==> src/hw/rtl/cau_pkg.sv <==
`default_nettype none
// ----------------------------------------------------------------------------
// cau_pkg
// Shared types, codes and helper functions of the complex arithmetic unit.
// ----------------------------------------------------------------------------
package cau_pkg;

	localparam int FRAC_BITS = 16;

	localparam logic [3:0] OP_ADD   = 4'd0;
	localparam logic [3:0] OP_SUB   = 4'd1;
	localparam logic [3:0] OP_MUL   = 4'd2;
	localparam logic [3:0] OP_DIV   = 4'd3;
	localparam logic [3:0] OP_RECIP = 4'd4;
	localparam logic [3:0] OP_NEG   = 4'd5;
	localparam logic [3:0] OP_CONJ  = 4'd6;
	localparam logic [3:0] OP_MSQ   = 4'd7;
	localparam logic [3:0] OP_MAG   = 4'd8;

	localparam logic [1:0] ST_OK   = 2'd0;
	localparam logic [1:0] ST_DIV0 = 2'd1;
	localparam logic [1:0] ST_SAT  = 2'd2;

	// operation classes as seen by the back end
	localparam logic [3:0] CLS_ADD   = 4'd0;
	localparam logic [3:0] CLS_SUB   = 4'd1;
	localparam logic [3:0] CLS_MUL   = 4'd2;
	localparam logic [3:0] CLS_DIV   = 4'd3;
	localparam logic [3:0] CLS_RECIP = 4'd4;
	localparam logic [3:0] CLS_NEG   = 4'd5;
	localparam logic [3:0] CLS_CONJ  = 4'd6;
	localparam logic [3:0] CLS_MSQ   = 4'd7;
	localparam logic [3:0] CLS_MAG   = 4'd8;
	localparam logic [3:0] CLS_NONE  = 4'd9;

	// multiplier operand selects
	localparam logic [1:0] SEL_AR = 2'd0;
	localparam logic [1:0] SEL_AI = 2'd1;
	localparam logic [1:0] SEL_BR = 2'd2;
	localparam logic [1:0] SEL_BI = 2'd3;

	// product destinations
	localparam logic [2:0] DST_RE_ADD = 3'd0;
	localparam logic [2:0] DST_RE_SUB = 3'd1;
	localparam logic [2:0] DST_IM_ADD = 3'd2;
	localparam logic [2:0] DST_IM_SUB = 3'd3;
	localparam logic [2:0] DST_DEN    = 3'd4;

	typedef struct packed {
		logic [3:0]         cls;
		logic signed [31:0] a_re;
		logic signed [31:0] a_im;
		logic signed [31:0] b_re;
		logic signed [31:0] b_im;
	} cau_item_t;

	typedef struct packed {
		logic [1:0] xsel;
		logic [1:0] ysel;
		logic [2:0] dest;
		logic       last;
	} cau_mop_t;

	typedef struct packed {
		logic [31:0] val;
		logic        sat;
	} cau_sat_t;

	localparam logic signed [65:0] SAT_MAX = 66'sh0_7FFF_FFFF;
	localparam logic signed [65:0] SAT_MIN = -66'sh0_8000_0000;

	function automatic cau_sat_t sat32(input logic signed [65:0] v);
		cau_sat_t r;
		if (v > SAT_MAX) begin
			r.val = 32'h7FFF_FFFF;
			r.sat = 1'b1;
		end else if (v < SAT_MIN) begin
			r.val = 32'h8000_0000;
			r.sat = 1'b1;
		end else begin
			r.val = v[31:0];
			r.sat = 1'b0;
		end
		return r;
	endfunction

	function automatic logic is_simple(input logic [3:0] cls);
		return (cls == CLS_ADD) || (cls == CLS_SUB) || (cls == CLS_NEG) ||
			(cls == CLS_CONJ) || (cls == CLS_NONE);
	endfunction

	// product schedule of the shared multiplier for each class
	function automatic cau_mop_t mul_sched(input logic [3:0] cls, input logic [2:0] step);
		cau_mop_t m;
		m = '{xsel: SEL_AR, ysel: SEL_AR, dest: DST_DEN, last: 1'b1};
		case (cls)
			CLS_MUL: begin
				case (step)
					3'd0: m = '{SEL_AR, SEL_BR, DST_RE_ADD, 1'b0};
					3'd1: m = '{SEL_AI, SEL_BI, DST_RE_SUB, 1'b0};
					3'd2: m = '{SEL_AR, SEL_BI, DST_IM_ADD, 1'b0};
					default: m = '{SEL_AI, SEL_BR, DST_IM_ADD, 1'b1};
				endcase
			end
			CLS_DIV: begin
				case (step)
					3'd0: m = '{SEL_AR, SEL_BR, DST_RE_ADD, 1'b0};
					3'd1: m = '{SEL_AI, SEL_BI, DST_RE_ADD, 1'b0};
					3'd2: m = '{SEL_AI, SEL_BR, DST_IM_ADD, 1'b0};
					3'd3: m = '{SEL_AR, SEL_BI, DST_IM_SUB, 1'b0};
					3'd4: m = '{SEL_BR, SEL_BR, DST_DEN, 1'b0};
					default: m = '{SEL_BI, SEL_BI, DST_DEN, 1'b1};
				endcase
			end
			default: begin
				// squares of a for reciprocal and both magnitudes
				if (step == 3'd0)
					m = '{SEL_AR, SEL_AR, DST_DEN, 1'b0};
				else
					m = '{SEL_AI, SEL_AI, DST_DEN, 1'b1};
			end
		endcase
		return m;
	endfunction

endpackage
`default_nettype wire

==> src/hw/rtl/cau_front.sv <==
`default_nettype none
// ----------------------------------------------------------------------------
// cau_front
// Accepts commands, classifies the opcode and queues them in a two-entry
// queue for the back end.
// ----------------------------------------------------------------------------
module cau_front (
	input  wire logic               clk,
	input  wire logic               arst_n,
	input  wire logic               start,
	input  wire logic [3:0]         opcode,
	input  wire logic signed [31:0] a_re,
	input  wire logic signed [31:0] a_im,
	input  wire logic signed [31:0] b_re,
	input  wire logic signed [31:0] b_im,
	output logic                    busy,
	input  wire logic               pop,
	output cau_pkg::cau_item_t      head,
	output logic                    empty
);
	import cau_pkg::*;

	cau_item_t  mem_q [2];
	logic       wr_ptr_q;
	logic       rd_ptr_q;
	logic [1:0] count_q;
	logic       push;
	logic [3:0] cls;

	always_comb begin
		case (opcode)
			OP_ADD:   cls = CLS_ADD;
			OP_SUB:   cls = CLS_SUB;
			OP_MUL:   cls = CLS_MUL;
			OP_DIV:   cls = CLS_DIV;
			OP_RECIP: cls = CLS_RECIP;
			OP_NEG:   cls = CLS_NEG;
			OP_CONJ:  cls = CLS_CONJ;
			OP_MSQ:   cls = CLS_MSQ;
			OP_MAG:   cls = CLS_MAG;
			default:  cls = CLS_NONE;
		endcase
	end

	assign busy  = (count_q == 2'd2);
	assign empty = (count_q == 2'd0);
	assign push  = start && !busy;
	assign head  = mem_q[rd_ptr_q];

	always_ff @(posedge clk) begin
		if (push)
			mem_q[wr_ptr_q] <= '{cls: cls, a_re: a_re, a_im: a_im, b_re: b_re, b_im: b_im};
	end

	always_ff @(posedge clk or negedge arst_n) begin
		if (!arst_n) begin
			wr_ptr_q <= 1'b0;
			rd_ptr_q <= 1'b0;
			count_q  <= 2'd0;
		end else begin
			if (push)
				wr_ptr_q <= !wr_ptr_q;
			if (pop)
				rd_ptr_q <= !rd_ptr_q;
			case ({push, pop})
				2'b10:   count_q <= count_q + 2'd1;
				2'b01:   count_q <= count_q - 2'd1;
				default: count_q <= count_q;
			endcase
		end
	end

endmodule
`default_nettype wire

==> config.mk <==
export PLATFORM = sky130hd
export DESIGN_NAME = cau_front
export DESIGN_NICKNAME = d
export VERILOG_FILES = /design/src/hw/rtl/cau_pkg.sv /design/src/hw/rtl/cau_front.sv
export SDC_FILE = /design/constraint.sdc
export NUM_CORES = 1
export LEC_CHECK = 0
export ABC_AREA = 0
export BUFFER_PORTS_ARGS = -buffer_cell sky130_fd_sc_hd__buf_2
export CAP_MARGIN = 20
export CORE_ASPECT_RATIO = 2
export CORE_MARGIN = 10
export CORE_UTILIZATION = 45
export DETAILED_ROUTE_END_ITERATION = 7
export HOLD_SLACK_MARGIN = 0.12
export MAX_ROUTING_LAYER = met4
export PLACE_DENSITY_LB_ADDON = 0.15
export SLEW_MARGIN = 5
export SYNTH_ARGS = -nofsm -noshare
export SYNTH_HDL_FRONTEND = slang
export SYNTH_SLANG_ARGS = --single-unit
==> constraint.sdc <==
create_clock -name clk -period 19.52 [get_ports clk]
set_input_delay 3.904 -clock clk [delete_from_list [all_inputs] [get_ports clk]]
set_output_delay 3.904 -clock clk [all_outputs]
set_load 0.02 [all_outputs]
==> results of run 1 <==
-- power groups by stage --
stage	Clock, mW	Combinational (mW)	Sequential, mW
CTS	0.457	0.679	0.842
finish	0.441	0.663	0.840
global placement	0	0.671	0.847
global route	0.477	0.706	0.855
detailed placement	0	0.678	0.855
floorplan	0	0.500	0.843
-- state kept, by name, summed over array words and instances (netlist names) --
register	flops
mem_q	264
wr_ptr_q	1
count_q	2
rd_ptr_q	1
-- layer usage --
metal | part of all wire [%] | routed length, um
met4 | 2.1 | 440
met2 | 57 | 12200
met5 | 0 | 0
met1 | 35 | 7450
met3 | 6.0 | 1290
-- how the worst max path moves through the flow --
stage | cells past startpoint | start | to | slack [ns]
final | 4 | rd_ptr_q$_DFFE_PN0P_ | head[25] | 12.11
after global routing | 4 | rd_ptr_q$_DFFE_PN0P_ | head[24] | 11.93
after CTS | 4 | rd_ptr_q$_DFFE_PN0P_ | head[25] | 12.06
after detailed placement | 4 | rd_ptr_q$_DFFE_PN0P_ | head[25] | 12.61
after global placement | 4 | rd_ptr_q$_DFFE_PN0P_ | head[28] | 12.67
after floorplan | 2 | start | mem_q[0][0]$_DFFE_PP_ | 9.41
-- metrics by stage --
step           area, um^2  hold slack (ns)  power (mW)  setup WS, ns  instances
6_report            12400            0.502        1.94         12.11       1010
5_1_grt             12400            0.546        2.04         11.93       1010
4_1_cts             12400            0.499        1.98         12.06       1006
3_5_place_dp        11600            0.484        1.53         12.61        967
3_3_place_gp        11600            0.486        1.52         12.67        967
2_1_floorplan       10000            0.461        1.34          9.41        432
-- cells in the final DEF, fill, tap and decap left out, types with 4 or more instances in the layout --
master,synthesis,routed
buf_2,6,269
edfxtp_1,264,264
mux2_4,70,70
mux2_2,62,62
clkbuf_16,0,23
clkinv_1,0,7
buf_4,0,5
diode_2,0,4
-- cell type report --
cell class	count	share of cell area (%)
Antenna cell	4	0.0809
Clock buffer	26	4.75
Clock inverter	13	1.10
Inverter	1	0.0304
Multi-Input combinational cell	148	15.1
Sequential cell	268	64.9
Tap cell	276	2.79
Timing Repair Buffer	274	11.2
-- worst max-delay path: stages, from the launching register on --
cell	delay [ns]
dfrtp_4	0.87
buf_4	0.71
buf_4	0.72
mux2_2	0.41
buf_2	0.16
-- cells by family after synthesis --
family,Yosys count
AND/OR/NAND/NOR,9
multiplexers,132
AO/OA/AOI/OAI,1
flip-flops,268
adder cells (fa/ha/maj),1
XOR/XNOR,5
buffers and inverters,16
==> results.sh, run 1 <==
export IMPL_die_y_um=231
export IMPL_min_path_cells=1
export IMPL_synthSimpleGateAreaFrac_pct=0.462
export IMPL_grt_pass1_vias=5630
export IMPL_power_density_mw_per_mm2=157
export IMPL_worst_setup_path_start_kind="register"
export IMPL_synth_most_common_cell="edfxtp_1"
export IMPL_ys_seq_area_share_pct=80.1
export IMPL_p_seq_share_pct=43.2
export IMPL_r2r_end="mem_q[1][65]$_DFFE_PP_"
export IMPL_syn_cell_area_mm2=0.0100
export IMPL_dieArea_mm2=0.0290
export IMPL_outcome="finished clean"
export IMPL_r2r_cells=3
export IMPL_worst_pin_slew_ns=0.983
export IMPL_synth_top_area_share_pct=79.1
export IMPL_grtUsageTotal_pct=14.6
export IMPL_p_leak_nw=4.80
export IMPL_ys_types=16
export IMPL_hold_path_class="reg2reg"
export IMPL_grt_busiest_layer="met2"
export IMPL_ios=270
export IMPL_multiInputGateArea_mm2=0.00187
export IMPL_power_switching_share_pct=32.3
export IMPL_synth_edf_count=264
export IMPL_htreeDepth=1
export IMPL_p_comb_share_pct=34.1
export IMPL_synthAdderAreaFrac_pct=0.125
export IMPL_synthCells=432
export IMPL_synth_xor_area_share_pct=0.437
export IMPL_synth_async_reset_ratio_pct=1.49
export IMPL_ys_ff_latch=268
export IMPL_fp_dieW_um=126
export IMPL_hold_viol_final=0
export IMPL_vdd_ir_drop_max_uv=92.5
export IMPL_use_met3_pct=3.61
export IMPL_synth_top_cells_by_area="edfxtp_1 79%, mux2_4 10%, mux2_2 7.0%, buf_6 1.0%, dfrtp_1 1.0%"
export IMPL_post_cts_setup_buffers=0
export IMPL_end_kind="output port"
export IMPL_first_pass_iters=4
export IMPL_cts_tree="done"
export IMPL_tns_ns=0
export IMPL_fp_row_count=77
export IMPL_setup_viol=0
export IMPL_r2r_setup_slack_ns=16.82
export IMPL_filler_cell_count=1775
export IMPL_whs_endpoint="count_q[1]$_DFFE_PN0P_"
export IMPL_ff_latch_area_mm2=0.00803
export IMPL_cp_max_fo=49
export IMPL_drtIter0Drc=336
export IMPL_wirelength_um=21400
export IMPL_post_synth_top_area_cell="edfxtp_1"
export IMPL_holdBufCountCts=0
export IMPL_hp_start="count_q[1]$_DFFE_PN0P_"
export IMPL_vias_per_cell=4.89
export IMPL_cts_root_buffer="clkbuf_16"
export IMPL_dp_hpwl_um=15200
export IMPL_core_region_area_mm2=0.0221
export IMPL_internal_power_mw=1.32
export IMPL_numCtsBuffers=23
export IMPL_cts_num_sinks=268
export IMPL_vias=4942
export IMPL_period_needed_ns=7.41
export IMPL_grt_max_degree=72
export IMPL_avgSynthCellArea_um2=23.2
export IMPL_grt_setup_unrepaired="no"
export IMPL_worst_setup_path_type="reg2out"
export IMPL_grt_pass1_wl_um=32100
export IMPL_met1_usage_pct=14.4
export IMPL_cts_resized_gates=0
export IMPL_utilization_pct=56.1
export IMPL_grt_overflow=0
export IMPL_portBuffers=269
export IMPL_clk_pin_slew_ns=0.07
export IMPL_maxCapViolCount=0
export IMPL_post_route_period_util_pct=38.0
export IMPL_wl_per_cell_um=21.1
export IMPL_ant_nets=0
export IMPL_drv_slew=0
export IMPL_clock_power_share_pct=22.7
export IMPL_finalNetCount=853
export IMPL_finClkSkew_ns=0.0169
export IMPL_synth_net_count=569
export IMPL_r2r_start="count_q[0]$_DFFE_PN0P_"
export IMPL_gp_congestion=0.785
export IMPL_synth_mux_area_share_pct=17.5
export IMPL_crit_required_ns=15.62
export IMPL_initial_core_util_pct=45.4
export IMPL_synth_compound_area_share_pct=0.0500
export IMPL_synth_common_cells="264 x edfxtp_1, 70 x mux2_4, 62 x mux2_2"
export IMPL_drive_gt1_share_pct=60.0
export IMPL_crit_arrival_ns=3.51
export IMPL_use_met2_pct=26.9
export IMPL_drcViolationCount=0
export IMPL_synthFlopType="edfxtp_1"
export IMPL_fmax_mhz=135
export IMPL_ctsLongestPathBuffers=3
export IMPL_antenna_found_initial=4
export IMPL_slew_headroom_pct=34.5
export IMPL_yosysWarningCount=0
export IMPL_power_switching_uw=627
export IMPL_synth_top_family_by_area="multiplexers"
export IMPL_clk_latency_ns=0.50
export IMPL_synthToLayoutAreaGrowth_pct=23.4
No activity file was read; power rests on OpenSTA's default activity.
==> run 2: changes to the inputs <==
==> constraint.sdc (replaced) <==
create_clock -name clk -period 6.3 [get_ports clk]
set_input_delay 1.26 -clock clk [delete_from_list [all_inputs] [get_ports clk]]
set_output_delay 1.26 -clock clk [all_outputs]
set_load 0.02 [all_outputs]
==> results.sh, run 2 (synthesis gave the netlist of run 1 again) <==
export IMPL_outcome="finished clean"
export IMPL_layout_cells_most_common="buf_2"
export IMPL_largest_reg_flops=264
export IMPL_portBuffers=269
export IMPL_period_needed_ns=3.96
export IMPL_hold_path_class="reg2reg"
export IMPL_utilization_pct=56.4
export IMPL_die_y_um=231
export IMPL_maxCapViolCount=0
export IMPL_wirelength_um=21100
export IMPL_drtIter0Drc=251
export IMPL_cts_root_buffer="clkbuf_16"
export IMPL_vias_per_cell=4.88
export IMPL_hold_viol_final=0
export IMPL_cp_max_fo=67
export IMPL_grt_setup_unrepaired="no"
export IMPL_grtUsageTotal_pct=14.3
export IMPL_worst_setup_path_type="reg2out"
export IMPL_worst_pin_slew_ns=1.03
export IMPL_hold_ws_ns=0.505
export IMPL_r2r_end="mem_q[0][0]$_DFFE_PP_"
export IMPL_cts_resized_gates=0
export IMPL_cts_tree="done"
export IMPL_post_route_period_util_pct=62.9
export IMPL_gp_congestion=0.763
export IMPL_drv_slew=0
export IMPL_post_cts_setup_buffers=0
export IMPL_r2r_cells=4
export IMPL_clk_latency_ns=0.51
export IMPL_tns_ns=0
export IMPL_ant_nets=0
export IMPL_r2r_start="count_q[0]$_DFFE_PN0P_"
export IMPL_fp_dieW_um=126
export IMPL_finalNetCount=854
export IMPL_min_path_cells=1
export IMPL_drcViolationCount=0
export IMPL_antenna_found_initial=8
export IMPL_power_density_mw_per_mm2=490
export IMPL_holdBufCountCts=0
export IMPL_fmax_mhz=252
export IMPL_cts_num_sinks=268
export IMPL_synthToLayoutAreaGrowth_pct=24.3
export IMPL_numCtsBuffers=24
export IMPL_drive_gt1_share_pct=60.5
export IMPL_crit_arrival_ns=2.70
export IMPL_vias=4974
export IMPL_finClkSkew_ns=0.0150
export IMPL_dp_hpwl_um=15000
export IMPL_ctsLongestPathBuffers=3
export IMPL_worst_setup_path_start_kind="register"
export IMPL_initial_core_util_pct=45.4
export IMPL_fp_row_count=77
export IMPL_r2r_setup_slack_ns=4.25
export IMPL_setup_viol=0
export IMPL_whs_endpoint="count_q[1]$_DFFE_PN0P_"
export IMPL_wl_per_cell_um=20.8
export IMPL_ios=270
export IMPL_grt_pass1_vias=5603
export IMPL_core_region_area_mm2=0.0221
export IMPL_crit_required_ns=5.04
export IMPL_end_kind="output port"
export IMPL_hp_start="count_q[1]$_DFFE_PN0P_"
export IMPL_final_cell_mix="269 x buf_2, 264 x edfxtp_1, 70 x mux2_4"
export IMPL_vdd_ir_drop_max_uv=322
export IMPL_regMostFlops="mem_q"
export IMPL_first_pass_iters=4
export IMPL_grt_pass1_wl_um=31600
export IMPL_reg_largest_list="mem_q: 264 flops, count_q: 2 flops"
export IMPL_clk_pin_slew_ns=0.07
export IMPL_htreeDepth=1
export IMPL_p_leak_nw=4.85
export IMPL_grt_max_degree=69
export IMPL_slew_headroom_pct=31.0
export IMPL_dieArea_mm2=0.0290
export IMPL_grt_overflow=0
## run 2: changes by cell type in the layout (fill, tap and decap cells not counted)
cell and change:
buf_4 -1, clkbuf_16 +2, diode_2 +4, clkinv_1 -7
clkinv_2 +5, buf_12 +1, clkbuf_1 +5, clkbuf_8 +3
clkinvlp_4 -2, bufinv_16 -1
## run 2: worst max path at each step
stage,startpoint,slack (ns),depth (start not counted),end
6_report,rd_ptr_q$_DFFE_PN0P_,2.34,3,head[123]
5_1_grt,rd_ptr_q$_DFFE_PN0P_,2.19,3,head[123]
4_1_cts,rd_ptr_q$_DFFE_PN0P_,2.27,3,head[30]
3_5_place_dp,rd_ptr_q$_DFFE_PN0P_,2.84,3,head[30]
3_3_place_gp,rd_ptr_q$_DFFE_PN0P_,2.86,3,head[32]
2_1_floorplan,start,1.07,2,mem_q[0][0]$_DFFE_PP_
## run 2: area by class of cell
| class | instances | area (um^2) |
|---|---|---|
| tap | 276 | 345 |
| clock buffer | 36 | 697 |
| fill | 1713 | 9610 |
| antenna | 8 | 20.0 |
| sequential | 268 | 8030 |
| multi-input combinational | 148 | 1870 |
| clock inverter | 8 | 90.1 |
| inverter | 1 | 3.75 |
| timing repair buffer | 274 | 1400 |
## run 2: worst max-delay path: stages, from the launching register on
cell     delay (ns)
dfrtp_4        1.06
buf_12         0.47
mux2_2         0.40
buf_2          0.16
## run 2: power breakdown
part           switching (mW)  leakage, nW  total (mW)  internal, mW
logic                    1.17         1.96        2.02         0.856
clock network           0.596        0.391        1.44         0.847
registers               0.190         2.50        2.63          2.44
total                    1.95         4.85        6.10          4.15
## run 2: stage by stage
step | total power, mW | worst slack, ns | std cells | area, um^2
2_1_floorplan | 4.14 | 1.07 | 432 | 10000
3_3_place_gp | 4.71 | 2.86 | 967 | 11600
3_5_place_dp | 4.75 | 2.84 | 967 | 11600
4_1_cts | 6.20 | 2.27 | 1011 | 12400
5_1_grt | 6.38 | 2.19 | 1019 | 12500
6_report | 6.10 | 2.34 | 1019 | 12500
## run 2: layer usage
layer | GRT usage (%) | share of wire (%) | vias to the layer above
li1 | - | - | 2292
met1 | 14.3 | 34 | 2455
met2 | 25.0 | 56 | 181
met3 | 3.54 | 5.9 | 46
met4 | 7.85 | 4.0 | 0
met5 | - | 0 | -
==> run 3: changes to the inputs <==
--- a/config.mk
+++ b/config.mk
@@ -5,7 +5,7 @@
 export SDC_FILE = /design/constraint.sdc
 export NUM_CORES = 1
 export LEC_CHECK = 0
-export ABC_AREA = 0
+export ABC_AREA = 1
 export BUFFER_PORTS_ARGS = -buffer_cell sky130_fd_sc_hd__buf_2
 export CAP_MARGIN = 20
 export CORE_ASPECT_RATIO = 2
==> constraint.sdc (replaced) <==
create_clock -name clk -period 3.45 [get_ports clk]
set_input_delay 0.69 -clock clk [delete_from_list [all_inputs] [get_ports clk]]
set_output_delay 0.69 -clock clk [all_outputs]
set_load 0.02 [all_outputs]
==> results.sh, run 3 <==
export IMPL_post_cts_setup_buffers=0
export IMPL_avgSynthCellArea_um2=13.8
export IMPL_wirelength_um=23000
export IMPL_grt_max_degree=107
export IMPL_antenna_found_initial=9
export IMPL_final_cell_mix="269 x buf_2, 264 x edfxtp_1, 141 x inv_1"
export IMPL_drcViolationCount=0
export IMPL_post_route_period_util_pct=82.9
export IMPL_core_region_area_mm2=0.0220
export IMPL_end_kind="output port"
export IMPL_ys_types=14
export IMPL_die_y_um=230
export IMPL_synthToLayoutAreaGrowth_pct=25.2
export IMPL_synth_most_common_cell="edfxtp_1"
export IMPL_post_synth_top_area_cell="edfxtp_1"
export IMPL_setup_viol=0
export IMPL_worst_setup_path_type="reg2out"
export IMPL_ctsLongestPathBuffers=3
export IMPL_slew_headroom_pct=49.7
export IMPL_clk_latency_ns=0.51
export IMPL_synthCells=723
export IMPL_p_leak_nw=5.31
export IMPL_finalNetCount=1135
export IMPL_tns_ns=0
export IMPL_synth_top_area_share_pct=79.5
export IMPL_wl_per_cell_um=17.7
export IMPL_initial_core_util_pct=45.4
export IMPL_synth_async_reset_ratio_pct=1.49
export IMPL_dieArea_mm2=0.0289
export IMPL_clk_pin_slew_ns=0.07
export IMPL_synth_net_count=860
export IMPL_drive_gt1_share_pct=31.1
export IMPL_largest_reg_flops=264
export IMPL_ant_nets=0
export IMPL_placed_area_mm2=0.0117
export IMPL_fin_area_mm2=0.0125
export IMPL_worst_pin_slew_ns=0.754
export IMPL_crit_arrival_ns=2.17
export IMPL_path_cells="buf_12 -> nand2_1 -> o21ai_0 -> buf_2"
export IMPL_regMostFlops="mem_q"
export IMPL_worst_setup_path_start_kind="register"
export IMPL_critPathBufInv=2
export IMPL_reg_largest_list="mem_q: 264 flops, count_q: 2 flops"
export IMPL_vias_per_cell=4.63
export IMPL_fp_dieW_um=125
export IMPL_filler_cell_count=1855
export IMPL_synthFlopType="edfxtp_1"
export IMPL_slowest_stage="dfrtp_4"
export IMPL_drv_slew=0
export IMPL_cts_num_sinks=268
export IMPL_fmax_mhz=350
export IMPL_period_needed_ns=2.86
export IMPL_ys_seq_area_share_pct=80.5
export IMPL_cts_tree="done"
export IMPL_ys_ff_latch=268
export IMPL_first_pass_iters=6
export IMPL_hold_viol_final=0
export IMPL_layout_cells_most_common="buf_2"
export IMPL_synth_edf_count=264
export IMPL_hold_path_class="in2reg"
export IMPL_dp_hpwl_um=16400
export IMPL_synth_top_cells_by_area="edfxtp_1 80%, o21ai_0 6.7%, inv_1 5.3%, nand2_1 5.2%, buf_2 1.3%"
export IMPL_drtIter0Drc=330
export IMPL_htreeDepth=1
export IMPL_cp_max_fo=106
export IMPL_outcome="finished clean"
export IMPL_vias=6013
export IMPL_slowest_delay_ns=0.75
export IMPL_cts_resized_gates=0
export IMPL_crit_required_ns=2.76
export IMPL_grt_setup_unrepaired="no"
export IMPL_vdd_ir_drop_max_uv=566
export IMPL_grt_pass1_vias=6085
export IMPL_gp_congestion=0.795
export IMPL_power_density_mw_per_mm2=891
export IMPL_grt_overflow=0
export IMPL_fp_row_count=77
export IMPL_grtUsageTotal_pct=15.4
export IMPL_finClkSkew_ns=0.00788
export IMPL_numCtsBuffers=23
export IMPL_cp_top_family="flip-flops"
export IMPL_holdBufCountCts=1
export IMPL_ios=270
export IMPL_finalPower_mw=11.1
export IMPL_maxCapViolCount=0
export IMPL_synth_common_cells="264 x edfxtp_1, 142 x inv_1, 139 x nand2_1"
export IMPL_yosysWarningCount=0
export IMPL_grt_pass1_wl_um=33800
export IMPL_cts_root_buffer="clkbuf_16"
export IMPL_syn_cell_area_mm2=0.00997
export IMPL_portBuffers=269
==> run 3: metrics by stage <==
step                instances  hold slack [ns]  util (%)  worst slack (ns)
global placement         1248            0.489      53.1              1.05
CTS                      1289            0.340      56.7             0.487
floorplan                 723            0.394         -             0.135
detailed placement       1248            0.485      53.1              1.04
global route             1298            0.340      56.8             0.426
finish                   1298            0.369      56.8             0.591
==> run 3: cell type report <==
type / instances / area, um^2 / area share (%)
Clock buffer: 24 / 579 / 4.64
Timing Repair Buffer: 279 / 1500 / 12.0
Multi-Input combinational cell: 284 / 1260 / 10.1
Antenna cell: 9 / 22.5 / 0.180
Inverter: 142 / 537 / 4.30
Sequential cell: 268 / 8030 / 64.3
Tap cell: 276 / 345 / 2.77
Clock inverter: 16 / 203 / 1.62
==> run 3: layer usage <==
layer / vias to the layer above / share of wire [%] / GRT usage, %
li1: 2999 / - / -
met1: 2786 / 34 / 14.2
met2: 192 / 57 / 28.9
met3: 36 / 5.7 / 3.28
met4: 0 / 3.3 / 7.99
met5: - / 0 / -
==> run 3: logic make-up after synthesis <==
group	after synthesis	share of synthesized area (%)
AO/OA/AOI/OAI	134	6.73
XOR/XNOR	2	0.176
adder cells (fa/ha/maj)	1	0.126
buffers and inverters	171	6.84
flip-flops	268	80.5
AND/OR/NAND/NOR	147	5.59
==> run 3: worst paths after layout <==
kind | cells after the start | startpoint | slack [ns] | endpoint
max in group asynchronous | 2 | arst_n | 2.80 | rd_ptr_q$_DFFE_PN0P_
min | 1 | a_im[9] | 0.37 | mem_q[1][73]$_DFFE_PP_
min in group asynchronous | 2 | arst_n | 0.52 | rd_ptr_q$_DFFE_PN0P_
max reg2reg | 5 | count_q[0]$_DFFE_PN0P_ | 1.26 | mem_q[0][5]$_DFFE_PP_
max | 4 | rd_ptr_q$_DFFE_PN0P_ | 0.59 | head[58]
min reg2reg | 2 | wr_ptr_q$_DFFE_PN0P_ | 0.50 | wr_ptr_q$_DFFE_PN0P_
==> run 3: where the power goes <==
group / switching [mW] / internal, mW / total (mW) / leakage, nW
Clock: 1.10 / 1.59 / 2.69 / 0.387
Sequential: 0.244 / 4.43 / 4.68 / 2.50
Combinational: 2.71 / 1.05 / 3.76 / 2.42
